**config.mk**
```make
export PLATFORM = sky130hd
export DESIGN_NAME = dfs_topological_sort_top
export DESIGN_NICKNAME = d
export VERILOG_FILES = /design/src/design/dts_pkg.sv /design/src/design/dts_ram.sv /design/src/design/dfs_topological_sort_top.sv
export SDC_FILE = /design/constraint.sdc
export NUM_CORES = 2
export LEC_CHECK = 0
export ABC_AREA = 1
export BUFFER_PORTS_ARGS = -buffer_cell sky130_fd_sc_hd__buf_2
export CAP_MARGIN = 0
export CELL_PAD_IN_SITES_DETAIL_PLACEMENT = 0
export CELL_PAD_IN_SITES_GLOBAL_PLACEMENT = 2
export CORE_MARGIN = 5
export CORE_UTILIZATION = 46
export DETAILED_ROUTE_END_ITERATION = 8
export PLACE_DENSITY = 0.93
export SYNTH_ARGS = -nofsm -noshare
export SYNTH_HDL_FRONTEND = slang
export SYNTH_MEMORY_MAX_BITS = 65536
export SYNTH_SLANG_ARGS = --single-unit
export TNS_END_PERCENT = 1
```
**constraint.sdc**
```tcl
create_clock -name i_clk -period 7.9 [get_ports i_clk]
set_clock_uncertainty 0.1 [all_clocks]
set_input_delay 1.185 -clock i_clk [delete_from_list [all_inputs] [get_ports i_clk]]
set_output_delay 1.185 -clock i_clk [all_outputs]
set_load 0.005 [all_outputs]
```
**src/design/dts_pkg.sv**
```systemverilog
// Package for the depth-first topological sort block.
// Shared sizes and the vertex type; no dependencies.
package dts_pkg;
    localparam int MAX_VERTICES_DEF = 64;
    localparam int MAX_EDGES_DEF    = 256;
    localparam int VW = 6;
    localparam int CW = 7;

    typedef logic [VW-1:0] t_vtx;
endpackage

```
**src/design/dts_ram.sv**
```systemverilog
// Generic single-port-write, single-port-read RAM with registered read.
// No dependencies.
module dts_ram #(
    parameter int WIDTH = 8,
    parameter int DEPTH = 16
) (
    input  logic                     i_clk,
    input  logic                     i_we,
    input  logic [$clog2(DEPTH)-1:0] i_waddr,
    input  logic [WIDTH-1:0]         i_wdata,
    input  logic [$clog2(DEPTH)-1:0] i_raddr,
    output logic [WIDTH-1:0]         o_rdata
);
    logic [WIDTH-1:0] r_mem [DEPTH];
    logic [WIDTH-1:0] r_rdata;

    always_ff @(posedge i_clk) begin
        if (i_we) r_mem[i_waddr] <= i_wdata;
        r_rdata <= r_mem[i_raddr];
    end

    assign o_rdata = r_rdata;
endmodule

```
**src/design/dfs_topological_sort_top.sv**
```systemverilog
// Top level of the depth-first topological sort: edge load, search sequencer, output.
// Uses dts_pkg and dts_ram (edge store, search stack, finish order).
//
//  channel | direction | handshake      | payload
//  cfg     | in        | valid / ready  | vertex_count
//  in      | in        | valid / stall  | action, edge_source, edge_target
//  out     | out       | valid / stall  | vertex, last, impossible, edge_dropped
//
// Edge loads can follow back to back. A run tries each root in S_ROOT, scans
// each edge of a visited vertex in S_RDE and S_EDGE, finishes a vertex in S_RDE and
// reloads its parent in S_RDTOP, S_TOP (registered reads); results pass S_RDF, S_EMIT.
// Marks clear on the cycle a run is accepted; no clearing pass after reset.
// A stalled output holds; input and config are stalled while a run is in progress.
module dfs_topological_sort_top #(
    parameter int MAX_VERTICES = dts_pkg::MAX_VERTICES_DEF,
    parameter int MAX_EDGES    = dts_pkg::MAX_EDGES_DEF
) (
    input  logic                   i_clk,
    input  logic                   i_rst_n,
    input  logic                   i_cfg_valid,
    output logic                   o_cfg_ready,
    input  logic [dts_pkg::CW-1:0] i_vertex_count,
    input  logic                   i_valid,
    output logic                   o_stall,
    input  logic                   i_action,
    input  logic [dts_pkg::VW-1:0] i_edge_source,
    input  logic [dts_pkg::VW-1:0] i_edge_target,
    output logic                   o_valid,
    input  logic                   i_stall,
    output logic [dts_pkg::VW-1:0] o_vertex,
    output logic                   o_last,
    output logic                   o_impossible,
    output logic                   o_edge_dropped
);
    import dts_pkg::*;

    localparam int EAW = (MAX_EDGES > 1) ? $clog2(MAX_EDGES) : 1;
    localparam int ECW = $clog2(MAX_EDGES + 1);
    localparam int VAW = $clog2(MAX_VERTICES);
    localparam int VCW = $clog2(MAX_VERTICES + 1);
    localparam int SW  = VW + ECW;

    typedef enum logic [8:0] {
        S_IDLE  = 9'b000000001,
        S_ROOT  = 9'b000000010,
        S_RDTOP = 9'b000000100,
        S_TOP   = 9'b000001000,
        S_RDE   = 9'b000010000,
        S_EDGE  = 9'b000100000,
        S_RDF   = 9'b001000000,
        S_EMIT  = 9'b010000000,
        S_DONE  = 9'b100000000
    } t_state;

    t_state r_state;
    logic [CW-1:0]  r_vcount;
    logic [ECW-1:0] r_ecount;
    logic           r_dropped;
    logic [MAX_VERTICES-1:0] r_visited, r_onpath;
    logic [VCW-1:0] r_root;
    logic [VCW-1:0] r_sp;
    logic [VW-1:0]  r_v;
    logic [ECW-1:0] r_p;
    logic [VCW-1:0] r_fin;
    logic           r_ovalid, r_olast, r_oimp, r_odrop;
    logic [VW-1:0]  r_overt;

    logic [VCW-1:0] w_n;
    always_comb begin
        if (r_vcount == '0) w_n = VCW'(1);
        else if (32'(r_vcount) > MAX_VERTICES) w_n = VCW'(MAX_VERTICES);
        else w_n = VCW'(r_vcount);
    end

    // edge store
    logic             e_we;
    logic [EAW-1:0]   e_waddr, e_raddr;
    logic [2*VW-1:0]  e_rdata;
    dts_ram #(.WIDTH(2*VW), .DEPTH(MAX_EDGES)) u_edges (
        .i_clk(i_clk), .i_we(e_we), .i_waddr(e_waddr),
        .i_wdata({i_edge_source, i_edge_target}), .i_raddr(e_raddr), .o_rdata(e_rdata)
    );
    // search stack: vertex and next edge position
    logic           s_we;
    logic [VAW-1:0] s_waddr, s_raddr;
    logic [SW-1:0]  s_wdata, s_rdata;
    dts_ram #(.WIDTH(SW), .DEPTH(MAX_VERTICES)) u_stack (
        .i_clk(i_clk), .i_we(s_we), .i_waddr(s_waddr), .i_wdata(s_wdata),
        .i_raddr(s_raddr), .o_rdata(s_rdata)
    );
    // finish order
    logic           f_we;
    logic [VAW-1:0] f_waddr, f_raddr;
    logic [VW-1:0]  f_rdata;
    dts_ram #(.WIDTH(VW), .DEPTH(MAX_VERTICES)) u_fin (
        .i_clk(i_clk), .i_we(f_we), .i_waddr(f_waddr), .i_wdata(r_v),
        .i_raddr(f_raddr), .o_rdata(f_rdata)
    );

    logic acc_in, out_free, w_cycle, w_hit, w_push, w_load;
    logic [VW-1:0] e_src, e_dst;
    assign e_src  = e_rdata[2*VW-1:VW];
    assign e_dst  = e_rdata[VW-1:0];
    assign out_free = !r_ovalid || !i_stall;
    assign o_stall  = (r_state != S_IDLE);
    assign acc_in   = i_valid && !o_stall;
    assign o_cfg_ready = (r_state == S_IDLE);
    assign w_cycle = r_visited[e_dst[VAW-1:0]] && r_onpath[e_dst[VAW-1:0]];
    assign w_hit   = (e_src == r_v);
    assign w_push  = w_hit && !r_visited[e_dst[VAW-1:0]] && (r_sp < VCW'(MAX_VERTICES));
    assign w_load  = out_free && ((r_state == S_EMIT) || (r_state == S_DONE));

    logic w_edge_ok;
    assign w_edge_ok = (32'(i_edge_source) < 32'(w_n)) && (32'(i_edge_target) < 32'(w_n))
                       && (32'(r_ecount) < MAX_EDGES);
    assign e_we    = acc_in && !i_action && w_edge_ok;
    assign e_waddr = r_ecount[EAW-1:0];
    assign e_raddr = r_p[EAW-1:0];
    assign s_raddr = VAW'(r_sp - VCW'(1));
    assign f_raddr = VAW'(r_fin - VCW'(1));
    assign f_waddr = r_fin[VAW-1:0];

    // parent saved with its next edge position when a child is pushed
    assign s_we    = (r_state == S_EDGE) && w_push;
    assign s_waddr = VAW'(r_sp - VCW'(1));
    assign s_wdata = {r_v, ECW'(r_p + ECW'(1))};
    assign f_we    = (r_state == S_RDE) && (r_p >= r_ecount) && (32'(r_fin) < MAX_VERTICES);

    always_ff @(posedge i_clk) begin
        if (!i_rst_n) begin
            r_state <= S_IDLE; r_vcount <= CW'(1); r_ecount <= '0; r_dropped <= 1'b0;
            r_visited <= '0; r_onpath <= '0;
            r_sp <= '0; r_fin <= '0; r_root <= '0; r_p <= '0; r_v <= '0;
        end else begin
            if (i_cfg_valid && o_cfg_ready) r_vcount <= i_vertex_count;
            unique case (r_state)
                S_IDLE: if (acc_in) begin
                    if (i_action) begin
                        r_root <= '0; r_fin <= '0; r_sp <= '0;
                        r_visited <= '0; r_onpath <= '0;
                        r_state <= S_ROOT;
                    end else if (w_edge_ok) r_ecount <= r_ecount + ECW'(1);
                    else r_dropped <= 1'b1;
                end
                S_ROOT: begin
                    if (r_root >= w_n) begin
                        r_state <= S_RDF;
                    end else if (r_visited[r_root[VAW-1:0]]) begin
                        r_root <= r_root + VCW'(1);
                    end else begin
                        r_visited[r_root[VAW-1:0]] <= 1'b1;
                        r_onpath[r_root[VAW-1:0]]  <= 1'b1;
                        r_v <= VW'(r_root); r_p <= '0; r_sp <= VCW'(1);
                        r_state <= S_RDE;
                    end
                end
                S_RDTOP: r_state <= S_TOP;
                S_TOP: begin
                    r_v <= s_rdata[SW-1:ECW]; r_p <= s_rdata[ECW-1:0];
                    r_state <= S_RDE;
                end
                S_RDE: begin
                    if (r_p >= r_ecount) begin
                        r_onpath[r_v[VAW-1:0]] <= 1'b0;
                        if (32'(r_fin) < MAX_VERTICES) r_fin <= r_fin + VCW'(1);
                        r_sp <= r_sp - VCW'(1);
                        if (r_sp == VCW'(1)) begin
                            r_root <= r_root + VCW'(1); r_state <= S_ROOT;
                        end else r_state <= S_RDTOP;
                    end else r_state <= S_EDGE;
                end
                S_EDGE: begin
                    if (w_push) begin
                        r_visited[e_dst[VAW-1:0]] <= 1'b1;
                        r_onpath[e_dst[VAW-1:0]]  <= 1'b1;
                        r_v <= e_dst; r_p <= '0; r_sp <= r_sp + VCW'(1);
                        r_state <= S_RDE;
                    end else if (w_hit && w_cycle) begin
                        r_state <= S_DONE;
                    end else begin
                        r_p <= r_p + ECW'(1);
                        r_state <= S_RDE;
                    end
                end
                S_RDF: r_state <= S_EMIT;
                S_EMIT: if (out_free) begin
                    r_fin <= r_fin - VCW'(1);
                    if (r_fin == VCW'(1)) begin
                        r_ecount <= '0; r_dropped <= 1'b0; r_state <= S_IDLE;
                    end else r_state <= S_RDF;
                end
                S_DONE: if (out_free) begin
                    r_ecount <= '0; r_dropped <= 1'b0; r_state <= S_IDLE;
                end
                default: r_state <= S_IDLE;
            endcase
        end
    end

    // output word register
    always_ff @(posedge i_clk) begin
        if (!i_rst_n) begin
            r_ovalid <= 1'b0; r_overt <= '0; r_olast <= 1'b0; r_oimp <= 1'b0;
            r_odrop <= 1'b0;
        end else if (w_load) begin
            r_ovalid <= 1'b1;
            r_overt  <= (r_state == S_EMIT) ? f_rdata : '0;
            r_olast  <= (r_state == S_DONE) || (r_fin == VCW'(1));
            r_oimp   <= (r_state == S_DONE);
            r_odrop  <= r_dropped;
        end else if (out_free) begin
            r_ovalid <= 1'b0;
        end
    end

    assign o_valid = r_ovalid;
    assign o_vertex = r_overt;
    assign o_last = r_olast;
    assign o_impossible = r_oimp;
    assign o_edge_dropped = r_odrop;

    a_stall_busy: assert property (@(posedge i_clk) disable iff (!i_rst_n)
        (r_state != S_IDLE) |-> o_stall) else $error("input taken during run");
    a_imp_last: assert property (@(posedge i_clk) disable iff (!i_rst_n)
        (o_valid && o_impossible) |-> o_last) else $error("impossible without last");
    a_onpath_sub: assert property (@(posedge i_clk) disable iff (!i_rst_n)
        ((r_onpath & ~r_visited) == '0)) else $error("on-path vertex not visited");
    a_sp_range: assert property (@(posedge i_clk) disable iff (!i_rst_n)
        (32'(r_sp) <= MAX_VERTICES)) else $error("stack overflow");
endmodule
```
* After elaboration in Yosys (flattened, before gate mapping)
Memories as Yosys holds them, arrays and structs flattened. A register that Yosys moved wholly into a read port is not among the register bits.
Cells that the tools add are included.
** Storage, ports and cells
- Register bits :: 200
- RAM bits :: 4416
- Bits of input ports :: 25
- Output and inout bits :: 12
- Word-level logic and storage cells :: 202
- Memories :: 3
** Memory list
- u_edges.r_mem :: words 256, bits a word 12, rd ports 1, clocked after memory_dff 1, write ports 1, RTL line dts_ram.sv:14 : logic [WIDTH-1:0] r_mem [DEPTH];
- u_stack.r_mem :: words 64, bits a word 15, rd ports 1, clocked after memory_dff 1, write ports 1, RTL line dts_ram.sv:14
- u_fin.r_mem :: words 64, bits a word 6, rd ports 1, clocked after memory_dff 1, write ports 1, RTL line dts_ram.sv:14
** Cells by class
- Add/sub/neg operators :: 7
- Magnitude comparators :: 14
- Equal/unequal tests :: 30
- Mux-type cells :: 84
- Bitwise logic cells :: 6
- Reductions and logical operators :: 42
** Operator list (count)
- two-way mux 64 bit :: 9
- bitwise OR 64 bit :: 4
- one-hot mux 64 bit (4 select lines) :: 1
- one-hot mux 64 bit (3 select lines) :: 1
- two-way mux 9 bit :: 19
- two-way mux 7 bit :: 16
- one-hot mux 9 bit (9 select lines) :: 1
- AND 64 bit :: 1
- inverter 64 bit :: 1
- one-hot mux 9 bit (3 select lines) :: 2
- one-hot mux 7 bit (3 select lines) :: 2
- one-hot mux 7 bit (4 select lines) :: 1
- AND reduction 7 bit :: 4
- two-way mux 6 bit :: 4
- adder 7 x 1 -> 7 bit (second input constant) :: 3
- < comparator 6 x 7 -> 1 bit (second input constant) :: 3
- two-way mux 1 bit :: 19
- adder 9 x 1 -> 9 bit (second input constant) :: 2
- binary-select mux 1 bit (select 6 bit) :: 3
- demux 1 bit (select 6 bit) :: 3
- >= comparator 6 x 1 -> 1 bit (second input constant) :: 3
- inequality test 2 bit (second input constant) :: 9
- one-hot mux 6 bit (3 select lines) :: 1
- logical AND 1 bit :: 17
- 32 further kinds :: 54

* Logic depth before layout (Yosys ltp)
- Word-level depth :: 10
- Mapped depth :: 20
- Mapped depth without buffers :: 16

* Hierarchy
A second synthesis with hierarchy kept.
** Second synthesis, totals
- Cell total of the unflattened synthesis :: 17502
- Area, all modules :: 194652.9 um^2
** By module, submodules not included
- dts_ram (u_edges) :: instances 1, cells an instance 10311, area an instance 124881.0 um^2, sequential area each 92488.7 um^2
- dts_ram (u_stack) :: instances 1, cells an instance 3304, area an instance 39273.9 um^2, sequential area each 29127.9 um^2
- dts_ram (u_fin) :: instances 1, cells an instance 1376, area an instance 15930.3 um^2, sequential area each 11651.2 um^2
- dfs_topological_sort_top :: instances 1, cells an instance 2511, area an instance 14567.7 um^2, sequential area each 4003.8 um^2

* Worst setup path before layout
OpenSTA, ideal clock, no wires.
- Path type :: flip-flop to flip-flop
- Start point :: register r_v[2]
- End point :: memory u_stack.r_mem[0][0] (netlist bit), enable pin
- Setup time :: 386 ps
- Arrival time :: 4185 ps
- Required time :: 7414 ps
- Path slack :: 3229 ps
- Stages on the path, launching flop included :: 10
- Path buffers :: 0
- Clock period less this slack :: 4671 ps
- Cell sequence :: dfxtp_1 -> inv_1 -> nand2_1 -> nor4b_1 -> nand3_1 -> nor2_1 -> nand3_2 -> nor2_1 -> nand2_1 -> nor2_1
** On the way
- Word-level cells in the longest chain between the ends :: 6
** RTL lines
- start, declared :: RTL line dfs_topological_sort_top.sv:62 : logic [VW-1:0] r_v;
- start signal, assigned :: RTL line dfs_topological_sort_top.sv:159 : r_v <= s_rdata[SW-1:ECW]; r_p <= s_rdata[ECW-1:0];
- equality test 6 bit :: RTL line dfs_topological_sort_top.sv:109 : assign w_hit = (e_src == r_v);
- logical AND 1 bit (2 in series) :: RTL line dfs_topological_sort_top.sv:110 : assign w_push = w_hit && !r_visited[e_dst[VAW-1:0]] && (r_sp < VCW'(MAX_VERTICES));
- logical AND 1 bit :: RTL line dfs_topological_sort_top.sv:124 : assign s_we = (r_state == S_EDGE) && w_push;
- two-way mux 1 bit :: RTL line dts_ram.sv:18 : if (i_we) r_mem[i_waddr] <= i_wdata;
- two-way mux 1 bit (implied by the code) :: RTL line dts_ram.sv:18
- end, declared :: RTL line dts_ram.sv:14
Every way passes these cells.

* Worst setup path in the final report
- Start point :: register r_vcount[6]
- End point :: memory u_edges.r_mem[20][8] (netlist bit), enable pin
** On the way
- Word-level cells in the longest chain between the ends :: 9
- Elaborated cells on any way between the ends :: 11
- Those cells by class :: 3 x order compare; 4 x mux; 4 x reduce/logical
** RTL lines
- start, declared :: RTL line dfs_topological_sort_top.sv:56 : logic [CW-1:0] r_vcount;
- start signal, assigned :: RTL line dfs_topological_sort_top.sv:135 : if (i_cfg_valid && o_cfg_ready) r_vcount <= i_vertex_count;
- > comparator 7 bit :: RTL line dfs_topological_sort_top.sv:71 : else if (32'(r_vcount) > MAX_VERTICES) w_n = VCW'(MAX_VERTICES);
- two-way mux 7 bit :: RTL line dfs_topological_sort_top.sv:71
- two-way mux 7 bit (*) :: RTL line dfs_topological_sort_top.sv:70 : if (r_vcount == '0) w_n = VCW'(1);
- < comparator 6 x 7 -> 1 bit :: RTL line dfs_topological_sort_top.sv:114 : assign w_edge_ok = (32'(i_edge_source) < 32'(w_n)) && (32'(i_edge_target) < 32'(w_n))
- logical AND 1 bit (*) :: RTL line dfs_topological_sort_top.sv:114
- logical AND 1 bit (*) :: RTL line dfs_topological_sort_top.sv:115 : && (32'(r_ecount) < MAX_EDGES);
- logical AND 1 bit (*) :: RTL line dfs_topological_sort_top.sv:116 : assign e_we = acc_in && !i_action && w_edge_ok;
- two-way mux 1 bit (*) :: RTL line dts_ram.sv:18
- two-way mux 1 bit (implied by the code) (*) :: RTL line dts_ram.sv:18
- end, declared :: RTL line dts_ram.sv:14
Mark *: on every way between the ends. The rest lies on a longest branch, timed or not.

==> summary.md <==
| Metric | Value |
|---|---|
| Outcome | complete, no violations |
| Share of synthesized flip-flops with an asynchronous set or reset | 0 |
| I/O pin total | 37 |
| DRT Pass-1 Iters | 6 |
| Data arrival time of the critical path | between 5000 and 6000 ps |
| Count of standard-cell rows | roughly 230 |
| Switching power summed over all nets | 23.0 mW |
| Effective utilization at floorplan | 0.461 |
| Data required time of the worst path | 8400 ps |
| Setup repair after global routing missed its margin | no |
| Startpoint type of the worst setup path | flip-flop |
| Die ar. | between 400000 and 500000 sq um |
| Setup TNS | 0 ps |
| Post-route setup slack | 2510 ps |
| Fraction of the cycle the final worst path needs | 0.682 |
| Post-placement setup slack | just over 2000 ps |
| Combinational power share | 0.256 |
| Half-perimeter wire length after detailed placement | between 300000 and 400000 um |
| Number of port buffers | 36 |
| Syn avg cell area | approximately 13 sq um |
| GRT Total Usage | 0.256 |
| Crit Path Class | reg -> reg |
| Total nets after synthesis | 15000 |
| CTS clock-pin slew for the worst setup and hold paths | 60 ps |
| Count of different cell masters after synthesis | 59 |
| Via count of the routed design | about 120k |
| First-pass GRT wire length | 804000 um |
| Setup-failing EPs final | 0 |
| Worst Max-Slew Pin Slew | approximately 1200 ps |
| Maximum root-to-sink buffer count | 4 |
| Post-CTS setup buffer count | 0 |
| Largest net degree at the start of global routing | 199 |
| Number of flip-flops and latches in the synthesized netlist | ~4600 |
| Leading cell type in the layout, fill and taps excluded | edfxtp_1 |
| Fraction of power spent switching nets | 0.342 |
| Placed Area | just under 200000 sq um |
| Fin util | 0.513 |
| Post-CTS resize count | 0 |
| Clock period minus worst slack | approximately 5400 ps |
| Total DRC errors in the routed layout | 0 |
| Worst-case headroom to the max-slew limit | 0.176 |
| Sinks on the clock net | between 4000 and 5000 |
| Largest fanout of any net on the critical path | 16 |
| Final layout net count | about 15000 |
| Layout overhead on the synthesized area | 11.2% |
| Weighted congestion at the end of routability-driven global placement | 0.908 |
| Cell count after synthesis | 14900 |
| Clock Latency Late Sink | 1030 ps |
| H-tree Lvls | 5 |
| Routed wire length per instance | between 20 and 30 um |
| YS warnings | 0 |
| Maximum resistive drop on vdd | between 300 and 400 uV |
| Max Clk Rate | 186 MHz |
| Wirelength, routed | approximately 560000 um |
| Standby leakage power | roughly 68 nW |
| Sequential cell area fraction in the yosys report | 0.733 |
| Number of CTS-inserted buffers | between 400 and 500 |
| Horiz. Die Dim | about 650 um |
| # Max-Cap Violations | 0 |
| Drt initial violations | between 15000 and 20000 |
| Cell internal power dissipation | 44.2 mW |
| Via density | 6.06 |
| Antenna violations before repair | 11 |
| Worst min-delay path category | reg -> reg |
| Netlist area before placement | roughly 190000 sq um |
| Via count of the first global-routing pass | 117000 |
| Number of enable flip-flop cells after synthesis | around 4400 |
| Area of the core | slightly above 400000 sq um |
| Overflow left after global routing | 0 |
| Final Slew Violations | 0 |
| Routed Antenna Nets | 0 |
| Height of the die | around 650 um |
| Root cell of the clock tree | clkbuf_16 |
| Crit end category | flip-flop |
| Highest-count cells in the layout ignoring fill and taps | edfxtp_1 (4416), nor2_1 (2472), o21ai_0 (1839) |
| TritonCTS clock tree | yes |
| P per Cell Area | around 320 nW/um^2 |
| Leading register cell type out of synthesis | edfxtp_1 |
| Sequential power share | 0.420 |
| Layout cells sized above 1 | 0.0788 |
| Number of hold-slack violations in the final timing report | 0 |
| Number of hold buffers added after cts | 0 |
| Clk network pwr share | 0.324 |
| Final non-filler cell area | approximately 210000 sq um |
synth_stat cells (all sizes together) (70+ instances only):
| cell | count | area [sq um] |
|---|---|---|
| buf | 272 | 1410 |
| nor2 | 2490 | 9390 |
| nand4 | 259 | 1680 |
| o211ai | 398 | 2990 |
| o21ai | 1861 | 9310 |
| nand3 | 647 | 3260 |
| dfxtp | 233 | 4660 |
| a21oi | 257 | 1290 |
| nand2 | 1815 | 6840 |
| nor3 | 138 | 741 |
| o221ai | 457 | 4000 |
| o22ai | 239 | 1500 |
| inv | 310 | 1170 |
| edfxtp | 4416 | 133000 |
| clkbuf | 773 | 2900 |
| a22o | 70 | 613 |
| a221oi | 83 | 727 |
logic make-up (layout without fill, tap and decap cells):
| kind of cell | Yosys count | in the layout | synth area share |
|---|---|---|---|
| AO/OA/AOI/OAI | 3470 | 3470 | 0.114 |
| XOR/XNOR | 24 | 24 | 0.00116 |
| adder cells (fa/ha/maj) | 38 | 38 | 0.00254 |
| buffers and inverters | 1361 | 1489 | 0.0294 |
| flip-flops | 4649 | 4649 | 0.733 |
| multiplexers | 36 | 36 | 0.00193 |
| other | 0 | 8 | 0 |
| AND/OR/NAND/NOR | 5369 | 5369 | 0.118 |
power groups by stage:
stage                     Combinational [mW]  Clock [mW]  Sequential (mW)
after floorplan                         10.1           0             28.4
after global placement                  16.9           0             28.8
after detailed placement                16.9           0             28.8
after CTS                               17.0        22.0             28.2
after global routing                    18.4        23.0             28.3
final                                   17.2        21.8             28.3
critical path, stage by stage (launching register included):
cell and delay [ps]:
dfxtp_1 350, clkinv_1 360, nand2_1 460, ha_1 320, a21oi_1 130, o2111ai_1 120, a21oi_1 140, nand3_1 130
inv_2 670, nand4_1 960, nor2_1 1240
area by class of cell:
type                       count  area, sq um
clock inverter               293         2920
multi-input combinational   8937        44900
sequential                  4649       137000
fill                       34300       198000
inverter                     316         1240
tap                         5428         6790
clock buffer                 554        12000
timing repair buffer         326         2900
antenna                        8         20.0
layer usage:
metal  global-route usage  share of wire  up-vias
li1                     -              -    54900
met1                0.360           0.40    61500
met2                0.394           0.45     6775
met3               0.0504           0.10     1152
met4                0.104          0.046        0
met5                    0              0        -
final timing paths:
check / start / to / slack, ps / cells past startpoint
worst max-delay path: r_vcount[6]$_SDFFE_PN0P_ / u_edges.r_mem[20][8]$_DFFE_PP_ / 2510 / 10
worst min-delay path: o_vertex[4]$_SDFFE_PN0P_ / o_vertex[4]$_SDFFE_PN0P_ / 370 / 2
worst max register to register: r_vcount[6]$_SDFFE_PN0P_ / u_edges.r_mem[20][8]$_DFFE_PP_ / 2510 / 10
worst min register to register: o_vertex[4]$_SDFFE_PN0P_ / o_vertex[4]$_SDFFE_PN0P_ / 370 / 2
metrics by stage:
| step | cells | total power [mW] | hold slack [ps] |
|---|---|---|---|
| 2_1_floorplan | 14900 | 38.5 | 340 |
| 3_3_place_gp | 19700 | 45.6 | 345 |
| 3_5_place_dp | 19700 | 45.6 | 357 |
| 4_1_cts | 20500 | 67.2 | 368 |
| 5_1_grt | 20500 | 69.7 | 391 |
| 6_report | 20500 | 67.3 | 370 |
state kept, by name, indices dropped and copies added, names as in the netlist, 6 cells and up:
name,count
r_v,6
r_root,7
r_fin,7
r_state,9
r_ecount,9
u_fin.o_rdata,6
r_p,9
u_edges.o_rdata,12
u_stack.o_rdata,15
r_visited,64
u_fin.r_mem,384
r_sp,7
r_vcount,7
o_vertex,6
r_onpath,64
u_stack.r_mem,960
u_edges.r_mem,3072
(Power assumes the default switching activity.)
